## src/dbme_pkg.sv

```systemverilog
package dbme_pkg;

   // parameter ranges (counts of each editable value)
   localparam int PROGRAM_COUNT = 32;
   localparam int COLOR_COUNT   = 16;
   localparam int SPEED_COUNT   = 8;
   localparam int BRIGHT_COUNT  = 8;

   localparam int PROG_W   = (PROGRAM_COUNT > 1) ? $clog2(PROGRAM_COUNT) : 1;
   localparam int COLOR_W  = (COLOR_COUNT > 1) ? $clog2(COLOR_COUNT) : 1;
   localparam int CYCLES_W = (SPEED_COUNT > 1) ? $clog2(SPEED_COUNT) : 1;
   localparam int BRIGHT_W = (BRIGHT_COUNT > 1) ? $clog2(BRIGHT_COUNT) : 1;

   localparam int BUTTON_COUNT = 3;
   localparam int AGE_W        = 9;
   localparam logic [AGE_W-1:0] AGE_MAX = '1;

   localparam logic [7:0]  DEBOUNCE_RESET = 8'd20;
   localparam logic [15:0] DISPLAY_RESET  = 16'd2000;
   localparam logic [PROG_W-1:0]   PROGRAM_RESET = PROG_W'(16);
   localparam logic [CYCLES_W-1:0] CYCLES_RESET  = CYCLES_W'(4);

   // button bit positions
   localparam int BTN_SELECT = 0;
   localparam int BTN_DOWN   = 1;
   localparam int BTN_UP     = 2;

   // configuration register indexes
   localparam int CSR_INDEX_W = 2;
   localparam logic [CSR_INDEX_W-1:0] CSR_DEBOUNCE = 2'd0;
   localparam logic [CSR_INDEX_W-1:0] CSR_DISPLAY  = 2'd1;
   localparam int CSR_DATA_W = 16;

   // edit selector codes
   localparam logic [1:0] SEL_PROGRAM = 2'd0;
   localparam logic [1:0] SEL_COLOR   = 2'd1;
   localparam logic [1:0] SEL_CYCLES  = 2'd2;
   localparam logic [1:0] SEL_BRIGHT  = 2'd3;

   typedef struct packed {
      logic raw_select;
      logic raw_down;
      logic raw_up;
   } req_word_type;

   typedef struct packed {
      logic [4:0] program_out;
      logic [3:0] color_out;
      logic [3:0] speed_out;
      logic [2:0] brightness_out;
      logic [1:0] edit_selector;
      logic [4:0] edit_value;
      logic       state_visible;
   } rsp_word_type;

endpackage

```

## src/debounced_button_menu_editor.sv

```systemverilog
// Debounced three-button menu editor.
// req channel: one word per millisecond tick carrying the raw, active-low
//   levels of the select, down and up buttons.
// rsp channel: one word per tick with all four parameter values, the edited
//   parameter index and value, and the display-visible flag.
// csr port: write-only; index 0 sets the debounce hold in ticks, index 1 sets
//   the display countdown reload. Write only while the block is idle.
// Timing: an accepted word is registered into rsp, or into skid while rsp
//   waits. Throughput: one word per cycle while req_ready is high; all
//   debounce and edit logic sits between the button state and rsp registers.
// Stall: a two-entry output buffer (rsp register plus skid register) lets one
//   more word in while rsp waits; req_ready drops only when the skid is full,
//   and rsp holds its word until taken.
// Reset (synchronous): raw history all released, stable levels low, ages
//   zero, program 16, speed cycles 4, others zero, display countdown zero,
//   debounce 20 and display reload 2000. Both output entries empty.
module debounced_button_menu_editor (
   input  logic                             clock,
   input  logic                             reset,
   input  logic                             req_valid,
   output logic                             req_ready,
   input  dbme_pkg::req_word_type           req_word,
   output logic                             rsp_valid,
   input  logic                             rsp_ready,
   output dbme_pkg::rsp_word_type           rsp_word,
   input  logic                             csr_we,
   input  logic [dbme_pkg::CSR_INDEX_W-1:0] csr_index,
   input  logic [dbme_pkg::CSR_DATA_W-1:0]  csr_wdata
);
   import dbme_pkg::*;

   // step with wraparound; counts are at most 32, so 9 bits suffice
   function automatic logic [8:0] step_wrap(input logic [8:0] v, input logic [8:0] count,
                                            input logic up);
      logic [8:0] nxt;
      if (up) begin
         nxt = ((v + 9'd1) < count) ? (v + 9'd1) : 9'd0;
      end else begin
         nxt = (v != 9'd0) ? (v - 9'd1) : (count - 9'd1);
      end
      return nxt;
   endfunction

   // configuration
   logic [7:0]  debounce_ff;
   logic [15:0] display_ticks_ff;

   // button and menu state
   logic [BUTTON_COUNT-1:0] prev_raw_ff,  prev_raw_in;
   logic [BUTTON_COUNT-1:0] stable_ff,    stable_in;
   logic [AGE_W-1:0]        age_ff [BUTTON_COUNT];
   logic [AGE_W-1:0]        age_in [BUTTON_COUNT];
   logic [1:0]              index_ff,     index_in;
   logic [PROG_W-1:0]       program_ff,   program_in;
   logic [COLOR_W-1:0]      color_ff,     color_in;
   logic [CYCLES_W-1:0]     cycles_ff,    cycles_in;
   logic [BRIGHT_W-1:0]     bright_ff,    bright_in;
   logic [15:0]             display_ff,   display_in;

   // output buffer
   logic         rsp_valid_ff, skid_valid_ff;
   rsp_word_type rsp_word_ff,  skid_word_ff;
   rsp_word_type result;
   logic         accept;

   logic [BUTTON_COUNT-1:0] raw;
   logic [4:0]              sel_value;

   assign raw = {req_word.raw_up, req_word.raw_down, req_word.raw_select};

   assign req_ready = !skid_valid_ff;
   assign accept    = req_valid && req_ready;
   assign rsp_valid = rsp_valid_ff;
   assign rsp_word  = rsp_word_ff;

   // one tick: ages, stable levels, then presses in order select, down, up
   always_comb begin
      prev_raw_in = raw;
      stable_in   = stable_ff;
      index_in    = index_ff;
      program_in  = program_ff;
      color_in    = color_ff;
      cycles_in   = cycles_ff;
      bright_in   = bright_ff;
      display_in  = (display_ff != 16'd0) ? (display_ff - 16'd1) : 16'd0;
      for (int i = 0; i < BUTTON_COUNT; i++) begin
         if (raw[i] != prev_raw_ff[i]) begin
            age_in[i] = '0;
         end else if (age_ff[i] < AGE_MAX) begin
            age_in[i] = age_ff[i] + AGE_W'(1);
         end else begin
            age_in[i] = age_ff[i];
         end
      end
      for (int i = 0; i < BUTTON_COUNT; i++) begin
         if ((age_in[i] > AGE_W'(debounce_ff)) && (raw[i] != stable_in[i])) begin
            stable_in[i] = raw[i];
            if (!raw[i]) begin
               display_in = display_ticks_ff;
               if (i == BTN_SELECT) begin
                  index_in = index_in + 2'd1;
               end else begin
                  case (index_in)
                     SEL_PROGRAM: program_in = PROG_W'(step_wrap(9'(program_in),
                        9'(PROGRAM_COUNT), i == BTN_UP));
                     SEL_COLOR:   color_in = COLOR_W'(step_wrap(9'(color_in),
                        9'(COLOR_COUNT), i == BTN_UP));
                     // speed runs inverted: up means fewer cycles
                     SEL_CYCLES:  cycles_in = CYCLES_W'(step_wrap(9'(cycles_in),
                        9'(SPEED_COUNT), i != BTN_UP));
                     default:     bright_in = BRIGHT_W'(step_wrap(9'(bright_in),
                        9'(BRIGHT_COUNT), i == BTN_UP));
                  endcase
               end
            end
         end
      end
   end

   always_comb begin
      case (index_in)
         SEL_PROGRAM: sel_value = 5'(program_in);
         SEL_COLOR:   sel_value = 5'(color_in);
         SEL_CYCLES:  sel_value = 5'(cycles_in);
         default:     sel_value = 5'(bright_in);
      endcase
      result.program_out    = 5'(program_in);
      result.color_out      = 4'(color_in);
      result.speed_out      = 4'(9'(cycles_in) + 9'd1);
      result.brightness_out = 3'(bright_in);
      result.edit_selector  = index_in;
      result.edit_value     = sel_value;
      result.state_visible  = (display_in != 16'd0);
   end

   // configuration registers
   always_ff @(posedge clock) begin
      if (reset) begin
         debounce_ff      <= DEBOUNCE_RESET;
         display_ticks_ff <= DISPLAY_RESET;
      end else if (csr_we) begin
         case (csr_index)
            CSR_DEBOUNCE: debounce_ff      <= csr_wdata[7:0];
            CSR_DISPLAY:  display_ticks_ff <= csr_wdata;
            default:      ;
         endcase
      end
   end

   // button and menu state, advanced once per accepted tick
   always_ff @(posedge clock) begin
      if (reset) begin
         prev_raw_ff <= '1;
         stable_ff   <= '0;
         for (int i = 0; i < BUTTON_COUNT; i++) begin
            age_ff[i] <= '0;
         end
         index_ff   <= SEL_PROGRAM;
         program_ff <= PROGRAM_RESET;
         color_ff   <= '0;
         cycles_ff  <= CYCLES_RESET;
         bright_ff  <= '0;
         display_ff <= '0;
      end else if (accept) begin
         prev_raw_ff <= prev_raw_in;
         stable_ff   <= stable_in;
         for (int i = 0; i < BUTTON_COUNT; i++) begin
            age_ff[i] <= age_in[i];
         end
         index_ff   <= index_in;
         program_ff <= program_in;
         color_ff   <= color_in;
         cycles_ff  <= cycles_in;
         bright_ff  <= bright_in;
         display_ff <= display_in;
      end
   end

   // output register plus skid entry
   always_ff @(posedge clock) begin
      if (reset) begin
         rsp_valid_ff  <= 1'b0;
         skid_valid_ff <= 1'b0;
      end else if (!rsp_valid_ff || rsp_ready) begin
         rsp_valid_ff  <= skid_valid_ff || accept;
         skid_valid_ff <= 1'b0;
      end else if (accept) begin
         skid_valid_ff <= 1'b1;
      end
   end

   always_ff @(posedge clock) begin
      if (!rsp_valid_ff || rsp_ready) begin
         rsp_word_ff <= skid_valid_ff ? skid_word_ff : result;
      end else if (accept) begin
         skid_word_ff <= result;
      end
   end

endmodule

```

## config.mk

```make
export PLATFORM = sky130hd
export DESIGN_NAME = debounced_button_menu_editor
export DESIGN_NICKNAME = d
export VERILOG_FILES = /design/src/dbme_pkg.sv /design/src/debounced_button_menu_editor.sv
export SDC_FILE = /design/constraint.sdc
export NUM_CORES = 1
export LEC_CHECK = 0
export BUFFER_PORTS_ARGS = -buffer_cell sky130_fd_sc_hd__buf_2
export CAP_MARGIN = 20
export CORE_MARGIN = 5
export CORE_UTILIZATION = 50
export DETAILED_ROUTE_END_ITERATION = 16
export PLACE_DENSITY = 0.68
export SYNTH_ARGS = -nofsm -noshare
export SYNTH_HDL_FRONTEND = slang
export SYNTH_SLANG_ARGS = --single-unit
```

## constraint.sdc

```tcl
create_clock -name clock -period 13.9 [get_ports clock]
set_clock_uncertainty 0.05 [all_clocks]
set_input_delay 2.78 -clock clock [delete_from_list [all_inputs] [get_ports clock]]
set_output_delay 2.78 -clock clock [all_outputs]
set_load 0.05 [all_outputs]
```

* Word-level counts from Yosys, hierarchy flattened
Memory sizes are Yosys's and may differ from the RTL's. Cells that the tools add are included.
Word-level totals: logic and storage cells 147, memories kept 1, bits in registers 113, bits in latches 0, bits in writable memories 27, bits in read-only memories 0
Cells by class: bitwise logic cells 4, reduce and logical (&&, ||, !) cells 24, shift operators 0, equal/unequal tests 9, add/sub/neg operators 14, multiplexer cells 57, divide/modulo/power cells 0, order comparisons 10, $mul 0
Memory list:
- age_ff | words 3, width 9, rd ports 3, clocked after Yosys merged registers in 0, write ports 3, RTL line debounced_button_menu_editor.sv:51 | logic [AGE_W-1:0] age_ff [BUTTON_COUNT];
Operators with widths (number):
- $mux 16 | 7
- $mux 9 | 9
- $mux 3 | 16
- $mux 5 | 8
- $mux 4 | 8
- $reduce_bool 16->1 | 2
- $add 9x1->9 const B | 3
- $gt 9x8->1 | 3
- $lt 9x9->1 const B | 3
- $mux 24 | 1
- $sub 16x1->16 const B | 1
- $pmux 5 s3 | 1
- $add 3x1->4 const B | 3
- $reduce_and 2->1 | 6
- $lt 4x4->1 const B | 2
- $add 5x1->6 const B | 1
- $lt 6x6->1 const B | 1
- $ne 1x1->1 | 6
- $reduce_bool 3->1 | 2
- $sub 3x1->3 const B | 2
- $add 4x1->5 const B | 1
- $lt 5x5->1 const B | 1
- $mux 1 | 5
- $reduce_bool 5->1 | 1
- other kinds (15) | 25

* Logic depth before layout (Yosys ltp)
Gate-level depths: netlist of run 1.
word-level depth 19, gate-level depth with buffers 23, mapped depth without buffers 22

* Least setup slack after synthesis of run 1
No wires, ideal clock.
path type input -> register, from in req_word[2] (netlist name), to reg rsp_word_ff (netlist bit rsp_word[13]), data pin, slack 7.081 ns, buffers on the path 1, arrival time 6.510 ns, stages 19, data required time 13.590 ns, setup time 0.260 ns, path through xor2_1 -> clkbuf_1 -> nor2_1 -> ha_1 -> a22oi_2 -> o211ai_2 -> o2111ai_2 -> nand4_1 -> a21oi_2 -> mux2i_1 -> ha_1 -> ha_1 -> nor2_1 -> a21oi_1 -> o22ai_1 -> inv_1 -> ha_1 -> xnor2_1 -> mux2_2
RTL lines:
- start, declared | RTL line debounced_button_menu_editor.sv:22 | input dbme_pkg::req_word_type req_word,
- end signal, assigned | RTL line debounced_button_menu_editor.sv:194 | rsp_word_ff <= skid_valid_ff ? skid_word_ff : result;
- end, declared | RTL line debounced_button_menu_editor.sv:62 | rsp_word_type rsp_word_ff, skid_word_ff;

==> results of run 1 <==
## layer usage
metal	global-route usage, %	wire length [um]	vias up
li1	-	-	3432
met1	26.6	9040	3145
met2	32.1	8630	143
met3	4.25	938	19
met4	5.10	214	0
met5	0	0	-
## final cells by class
type / count / area, sq um
inverters: 41 / 154
clock inverters: 15 / 128
flip-flops and latches: 140 / 3550
clock buffers: 17 / 425
well taps: 220 / 275
repair buffers: 59 / 335
fillers: 1499 / 7100
multi-input cells: 691 / 4490
## sequential cells by signal, summed over array words and instances, names as in the netlist
signal            count
display_ticks_ff     16
bright_ff             3
rsp_word             24
program_ff            5
age_ff               27
prev_raw_ff           3
display_ff           16
skid_word_ff         24
debounce_ff           8
stable_ff             3
color_ff              4
skid_valid_ff         1
rsp_valid             1
cycles_ff             3
index_ff              2
## power by group through the flow
stage          sequential (mW)  combinational, mW  clock [mW]
2_1_floorplan            0.513              0.130           0
3_3_place_gp             0.492              0.196           0
3_5_place_dp             0.493              0.197           0
4_1_cts                  0.484              0.199       0.435
5_1_grt                  0.487              0.222       0.455
6_report                 0.484              0.199       0.426
## logic make-up (layout without fill, tap and decap cells)
logic type | after synthesis | count (layout) | synth area share (%)
adders and majority gates | 39 | 39 | 5.84
muxes | 31 | 31 | 4.28
and+or+nand+nor | 386 | 386 | 22.8
DFF | 140 | 140 | 42.5
buffers and inverters | 81 | 132 | 3.83
xor gates and xnor gates | 31 | 31 | 3.25
AOI/OAI and AO/OA | 204 | 204 | 17.5
## worst paths after layout
path | slack [ns] | startpoint | endpoint | cells past startpoint
worst min-delay path | 0.41 | display_ticks_ff[3] | display_ticks_ff[3] | 2
worst max-delay path | 6.52 | req_word[1] | rsp_word[13] | 19
worst min register to register | 0.41 | display_ticks_ff[3] | display_ticks_ff[3] | 2
worst max register to register | 8.33 | age_ff[0][3] | rsp_word[13] | 22
## tightest hold or removal path, delay by kind of cell, from the launching register on
kind,cells,cell delay [ns]
simple gates,1,0.05
flops,1,0.31
compound gates,1,0.05
## through the flow
| stage | power, mW | area, sq um | setup slack (ns) | instances | hold WS [ns] |
|---|---|---|---|---|---|
| finish | 1.11 | 9360 | 6.52 | 1183 | 0.407 |
| global route | 1.16 | 9360 | 6.12 | 1183 | 0.431 |
| CTS | 1.12 | 9330 | 6.54 | 1182 | 0.408 |
| detailed placement | 0.690 | 8780 | 6.12 | 1150 | 0.399 |
| global placement | 0.688 | 8780 | 6.24 | 1150 | 0.397 |
| floorplan | 0.643 | 8360 | 7.08 | 912 | 0.387 |
## layout by cell type (no fill, tap or decap), types with 34 or more instances in the layout
master,netlist,routed
nor2_1,104,103
nor3_1,50,50
a21oi_1,60,60
inv_1,38,38
nand2_1,101,101
edfxtp_1,75,75
ha_1,39,39
o21ai_0,34,34
buf_2,4,51
dfxtp_1,65,65
==> flow_summary.yaml, run 1 <==
power_and_ir_drop:
  powerDensity_nw_per_um2: 118
  clockPowerShare_pct: 38.4
  p_seq_share_pct: 43.6
  p_sw_mw: 0.341
  intPower_mw: 0.768
  switching_share_pct: 30.8
  p_leak_nw: 3.63
  comb_power_share_pct: 18.0
  peakVddDrop_v: 0.0000905
synthesis:
  async_reset_ff_share_pct: 0
  ys_ff_latch: 140
  ys_types: 87
  yosysTopAreaCellShare_pct: 26.9
  synth_seq_area_share_pct: 42.5
  synth_top_area_cell: "edfxtp_1"
  synthCells: 912
  synthMostInstantiatedCell: "nor2_1"
  syn_avg_cell_area_sq_um: 9.17
  synthFlopType: "edfxtp_1"
  synth_commonest_cells: "nor2_1 (104), nand2_1 (101), edfxtp_1 (75), dfxtp_1 (65), a21oi_1 (60)"
  syn-num-nets: 977
  ys_warn_count: 0
  synth.area.top_cells: "edfxtp_1 (27%), dfxtp_1 (16%), ha_1 (5.8%), nor2_1 (4.7%), nand2_1 (4.5%)"
  synth-edff-count: 75
  synthesis.area_sq_um: 8360
place:
  portBuffers: 51
  dpl.hpwl_um: 13500
  place_congestion: 0.886
worst_setup_path:
  crit_buf_inv: 2
  cp_top_family: "compound AO/OA/AOI/OAI gates"
  arrival_ns: 7.51
  slowest_stage: "xor2_1"
  path_class: "input port to register"
  critPathMaxFanout: 16
  crit_chain: "buf_2 -> xor2_1 -> nor3_1 -> ha_1 -> a211oi_1 -> o21ai_0 -> a41oi_1 -> o22a_4 -> a21oi_2 -> mux2i_1 -> ha_1 -> ha_1 -> nor2_1 -> a21oi_1 -> o22ai_1 -> inv_1 -> ha_1 -> xnor2_1 -> mux2_2"
  worstSetupStartpointType: "input port"
  cp_common_cell: "ha_1"
  cp-end-kind: "register"
  cp_slowest_stage_delay_ns: 0.78
  required_ns: 14.03
clock_network:
  cts_htree_levels: 4
  cts_root_buf: "clkbuf_16"
  worstSkewPairLatency_ns: 0.43
  cts_buffers: 17
  cts_tree: "yes"
  max-clock-path-buffers: 2
  path_clk_slew_ns: 0.06
  post_cts_resize_count: 0
  clock_sinks: 140
  postCtsSetupRepairBufs: 0
  hold_buffers: 0
detailed_routing:
  wl_per_cell_um: 15.9
  drt_wl_total_um: 18800
  num_vias: 6739
  dr.pass1.iters: 5
  drc: 0
  drtAntennaViolNets: 0
  via_per_inst: 5.70
  drt_iter0_drc: 368
timing:
  maxSlewHeadroom_pct: 34.7
  fin_tns_setup_ns: 0
  rsz0062_at_grt: "false"
  finalCriticalPeriod_ns: 7.38
  hold_viol: 0
  fmax_mhz: 136
  finalSetupViolCount: 0
  slew_violations: 0
  fin_crit_sh_pct: 53.1
  worstMarginPinSlew_ns: 0.976
worst_hold_path:
  hold_class: "register to register"
grt:
  grt_pass1_wl_um: 31400
  antenna_found_initial: 0
  grt_overflow: 0
  grt_pass1_vias: 6351
  grt_max_degree: 38
  grt_usage_pct: 19.6
die:
  ioPinCount: 52
  initial_utilization_pct: 50.8
  rows: 47
  core-area_sq_um: 16500
  die-width_um: 139
  die-area_sq_um: 19400
  die_y_um: 139
outcome:
  run_status: "finished, final reports clean"
finish:
  drive_above_1_share_pct: 16.3
  layout.nets: 1015
  area_growth_syn_to_layout_pct: 12.0
  num_antenna_cells: 0
  utilization_pct: 56.9
flow_run:
  drv_cap: 0
No activity file was read; power rests on OpenSTA's default activity.
==> run 2: changes to the inputs <==
Clock period 13.9 ns to 7.3 ns, I/O delays scaled along.
==> run 2 against run 1 <==
Effect of this change:
- global-route usage grew 0.62 points
- via count up 2.3%
- first-iteration DRC count rose by 13%
- die area stayed put
- combinational power grew 91%
- worst hold slack improved by 0.0050 ns
- wire length increased by 1.7%
- sequential share of layout area down 0.22 points
- flip-flop and latch count is the same
- worst setup slack got worse by 5.0 ns
- critical endpoint unchanged
- largest cell class unchanged
==> flow_summary.yaml, run 2 (synthesis gave the netlist of run 1 again) <==
outcome:
  run_status: "finished, final reports clean"
power_and_ir_drop:
  intPower_mw: 1.56
  p_leak_nw: 3.66
  total_power_mw: 2.20
  p_sw_mw: 0.640
  p_seq_share_pct: 42.0
  powerDensity_nw_per_um2: 234
  peakVddDrop_v: 0.000174
  clockPowerShare_pct: 40.8
  comb_power_share_pct: 17.3
  switching_share_pct: 29.1
place:
  post-place-ws_ns: 1.10
  portBuffers: 51
  dpl.hpwl_um: 13600
  post_dp_cell_area_sq_um: 8800
  place_congestion: 0.915
  dp_cells: 1153
worst_setup_path:
  r2r_cells: 23
  worstSetupStartpointType: "input port"
  path_class: "input port to register"
  critPathMaxFanout: 12
  cp-end-kind: "register"
  arrival_ns: 5.93
  required_ns: 7.43
clock_network:
  max-clock-path-buffers: 2
  postCtsSetupRepairBufs: 0
  cts_tree: "yes"
  cts_root_buf: "clkbuf_16"
  post_cts_resize_count: 0
  clock_sinks: 140
  cts_htree_levels: 4
  worstSkewPairLatency_ns: 0.43
  hold_buffers: 0
  cts_buffers: 17
  path_clk_slew_ns: 0.06
timing:
  fmax_mhz: 172
  slew_violations: 0
  hold_viol: 0
  worstMarginPinSlew_ns: 0.917
  setup_ws_ns: 1.50
  fin_tns_setup_ns: 0
  maxSlewHeadroom_pct: 38.7
  rsz0062_at_grt: "false"
  finalSetupViolCount: 0
  fin_crit_sh_pct: 79.4
  finalCriticalPeriod_ns: 5.80
worst_hold_path:
  hold_class: "register to register"
  whs_path_depth: 2
die:
  initial_utilization_pct: 50.8
  die-area_sq_um: 19400
  die_y_um: 139
  die-width_um: 139
  ioPinCount: 52
  core-area_sq_um: 16500
  rows: 47
flow_run:
  drv_cap: 0
finish:
  area_growth_syn_to_layout_pct: 12.6
  largest_reg_flops: 27
  layout.nets: 1017
  drive_above_1_share_pct: 16.4
  final_cells: 1185
  mostFrequentLayoutCells: "nor2_1 (103), nand2_1 (101), edfxtp_1 (75)"
  final_common_cell: "nor2_1"
  finalInstanceArea_sq_um: 9420
  num_antenna_cells: 0
  largest_register: "age_ff"
grt:
  grt_pass1_wl_um: 32600
  grt_overflow: 0
  grt_max_degree: 52
  grt_pass1_vias: 6565
  antenna_found_initial: 0
  grt_usage_pct: 20.2
detailed_routing:
  num_vias: 6895
  drc: 0
  dr.pass1.iters: 5
  wl_per_cell_um: 16.2
  drt_iter0_drc: 416
  via_per_inst: 5.82
  drt_wl_total_um: 19100
  drtAntennaViolNets: 0
==> run 2: changes by cell type in the layout (fill, tap and decap cells not counted), sizes merged <==
cell	previous run	this run
buf	59	61
bufinv	0	3
inv	48	45
==> run 2: through the flow <==
| step | util (%) | hold slack [ns] |
|---|---|---|
| floorplan | - | 0.387 |
| global placement | 53.5 | 0.398 |
| detailed placement | 53.5 | 0.400 |
| CTS | 57.2 | 0.409 |
| global route | 57.2 | 0.420 |
| finish | 57.2 | 0.412 |
==> run 2: metal layers <==
| layer | global-route usage, % | up-vias | wire [um] | share of wire [%] |
|---|---|---|---|---|
| li1 | - | 3442 | - | - |
| met1 | 28.3 | 3236 | 9060 | 47 |
| met2 | 31.8 | 184 | 8690 | 45 |
| met3 | 3.95 | 33 | 1060 | 5.5 |
| met4 | 6.64 | 0 | 332 | 1.7 |
| met5 | 0 | - | 0 | 0 |
==> run 2: path summary, 6_finish.rpt <==
kind                            start             endpoint  slack [ns]
setup / recovery          req_word[2]         rsp_word[13]        1.50
hold / removal    display_ticks_ff[2]  display_ticks_ff[2]        0.41
setup reg to reg         age_ff[0][3]         rsp_word[13]        1.93
hold reg to reg   display_ticks_ff[2]  display_ticks_ff[2]        0.41
==> run 2: critical path, cell delays in order <==
cell and delay [ns]:
buf_2 0.14, xor2_1 0.64, nor2_1 0.13, ha_1 0.35, a22oi_2 0.20, o211ai_2 0.15, o2111ai_2 0.44, nand4_1 0.25
a21oi_2 0.37, mux2i_1 0.27, ha_1 0.18, ha_1 0.16, nor2_1 0.05, a221oi_1 0.25, o22ai_1 0.12, buf_4 0.17
inv_1 0.07, ha_1 0.15, xnor2_1 0.09, mux2_2 0.29
==> run 2: layout make-up <==
cell class,count,area [sq um]
multi-input combinational,691,4490
clock inverter,15,186
fill,1471,7050
timing repair buffer,61,330
sequential,140,3550
inverter,41,154
tap,220,275
clock buffer,17,425
==> run 2: power groups by stage <==
stage                     clock network [mW]  logic [mW]  registers [mW]
after CTS                              0.905       0.381           0.923
after global routing                   0.945       0.423           0.930
after global placement                     0       0.374           0.938
final                                  0.897       0.380           0.923
after floorplan                            0       0.248           0.977
after detailed placement                   0       0.377           0.939
==> run 3: changes to the inputs <==
Settings changed: PLACE_DENSITY 0.68 to 0.7.
Clock period 7.3 ns to 4.9 ns, I/O delays scaled along.
==> run 3 against run 2 <==
Effect of this change:
- worst setup slack got worse by 1.4 ns
- first-iteration DRC count up 4.8%
- total power increased by 48%
- sequential power is 48% higher
- flip-flop and latch count did not move
- clock-buffer cell count unchanged
- sequential share of layout area down 2.5 points
- non-clock buffer count up 66
- global-route usage up 1.2 points
- via count increased by 5.4%
- utilization rose by 4.1 points
- die area is the same
==> flow_summary.yaml, run 3 (synthesis gave the netlist of run 1 again) <==
finish:
  utilization_pct: 61.3
  largest_register: "age_ff"
  largest_reg_flops: 27
  area_growth_syn_to_layout_pct: 20.8
  drive_above_1_share_pct: 24.5
  final_common_cell: "nor2_1"
  mostFrequentLayoutCells: "nor2_1 (102), nand2_1 (100), edfxtp_1 (75)"
  final_cells: 1251
  layout.nets: 1083
  num_antenna_cells: 0
power_and_ir_drop:
  switching_share_pct: 31.4
  intPower_mw: 2.23
  peakVddDrop_v: 0.000271
  p_leak_nw: 4.01
  clockPowerShare_pct: 38.5
  powerDensity_nw_per_um2: 322
  comb_power_share_pct: 19.4
  p_seq_share_pct: 42.1
  p_sw_mw: 1.02
worst_setup_path:
  cp-end-kind: "register"
  path_class: "register to register"
  critPathMaxFanout: 6
  arrival_ns: 4.97
  required_ns: 5.03
  worstSetupStartpointType: "register"
flow_run:
  drv_cap: 0
grt:
  antenna_found_initial: 0
  grt_overflow: 0
  grt_usage_pct: 21.4
  grt_max_degree: 38
  grt_pass1_vias: 6956
  grt_pass1_wl_um: 34400
clock_network:
  cts_tree: "yes"
  path_clk_slew_ns: 0.07
  cts_htree_levels: 4
  cts_root_buf: "clkbuf_16"
  hold_buffers: 0
  clock_sinks: 140
  max-clock-path-buffers: 2
  worstSkewPairLatency_ns: 0.42
  cts_buffers: 17
die:
  die-area_sq_um: 19400
  ioPinCount: 52
  initial_utilization_pct: 50.8
  rows: 47
  die-width_um: 139
  die_y_um: 139
  core-area_sq_um: 16500
timing:
  fin_crit_sh_pct: 98.7
  finalSetupViolCount: 0
  rsz0062_at_grt: "true"
  setup_ws_ns: 0.0623
  slew_violations: 0
  hold_viol: 0
  fmax_mhz: 207
  fin_tns_setup_ns: 0
  maxSlewHeadroom_pct: 38.3
  finalCriticalPeriod_ns: 4.84
  worstMarginPinSlew_ns: 0.923
place:
  place_congestion: 0.896
  post-place-ws_ns: -0.0686
  dp_cells: 1206
  portBuffers: 51
  dpl.hpwl_um: 14800
detailed_routing:
  drtAntennaViolNets: 0
  drt_iter0_drc: 436
  drc: 0
  num_vias: 7270
  drt_wl_total_um: 20700
  via_per_inst: 5.81
  wl_per_cell_um: 16.6
  dr.pass1.iters: 5
outcome:
  run_status: "finished, final reports clean"
worst_hold_path:
  hold_class: "register to register"
[run 3: cell count changes in the layout (fill, tap and decap cells not counted), moves of 3 or more]
cell / before / now
buf_4: 10 / 73
bufinv_16: 3 / 0
ha_1: 39 / 36
buf_6: 0 / 3
mux2i_1: 10 / 7
[run 3: area by class of cell]
type / instances / area (sq um)
Clock inverter: 15 / 155
Tap cell: 220 / 275
Sequential cell: 140 / 3550
Inverter: 41 / 154
Clock buffer: 17 / 425
Timing Repair Buffer: 127 / 837
Fill cell: 1402 / 6370
Multi-Input combinational cell: 691 / 4690
[run 3: power groups by stage]
stage	clock network [mW]	registers (mW)	logic [mW]
4_1_cts	1.27	1.37	0.612
3_5_place_dp	0	1.40	0.603
2_1_floorplan	0	1.46	0.369
3_3_place_gp	0	1.39	0.597
6_report	1.25	1.37	0.631
5_1_grt	1.32	1.38	0.699
[run 3: worst max-delay path, cell delays in order, from the launching register on]
cell	delay (ns)
edfxtp_1	0.39
and4_4	0.28
nand3_4	0.09
o211a_4	0.27
nand4_1	0.14
xor2_2	0.19
nor2_1	0.07
ha_1	0.33
a22oi_2	0.15
o211ai_2	0.14
o2111ai_2	0.25
buf_6	0.16
nand3_4	0.10
a211oi_4	0.32
mux2i_2	0.28
inv_1	0.09
ha_1	0.28
mux2_4	0.27
mux4_2	0.48
mux2_4	0.27
[run 3: through the flow]
stage / hold WS, ns / power (mW) / area [sq um]
after floorplan: 0.387 / 1.83 / 8370
after global placement: 0.401 / 1.99 / 9210
after detailed placement: 0.405 / 2.00 / 9210
after CTS: 0.415 / 3.25 / 9860
after global routing: 0.434 / 3.40 / 10100
final: 0.415 / 3.26 / 10100
[run 3: metal layers]
metal	up-vias	part of all wire, %	global-route usage (%)
met5	-	0	0
met4	0	1.6	5.56
met3	31	5.1	3.81
met1	3483	46	29.1
li1	3580	-	-
met2	176	47	35.5
[run 3: repair_timing]
item | CTS | global route
setup buffers | 7 | 6
endpoints found under the setup margin | 4 | 21
resized for setup | 4 | 37
pin swaps | 8 | 23
[run 3: path summary, 6_finish.rpt]
kind         slack [ns]  cells after the start                start                  end
min reg2reg        0.42                      2  display_ticks_ff[2]  display_ticks_ff[2]
max                0.06                     19         age_ff[0][5]          rsp_word[2]
min                0.42                      2  display_ticks_ff[2]  display_ticks_ff[2]
max reg2reg        0.06                     19         age_ff[0][5]          rsp_word[2]
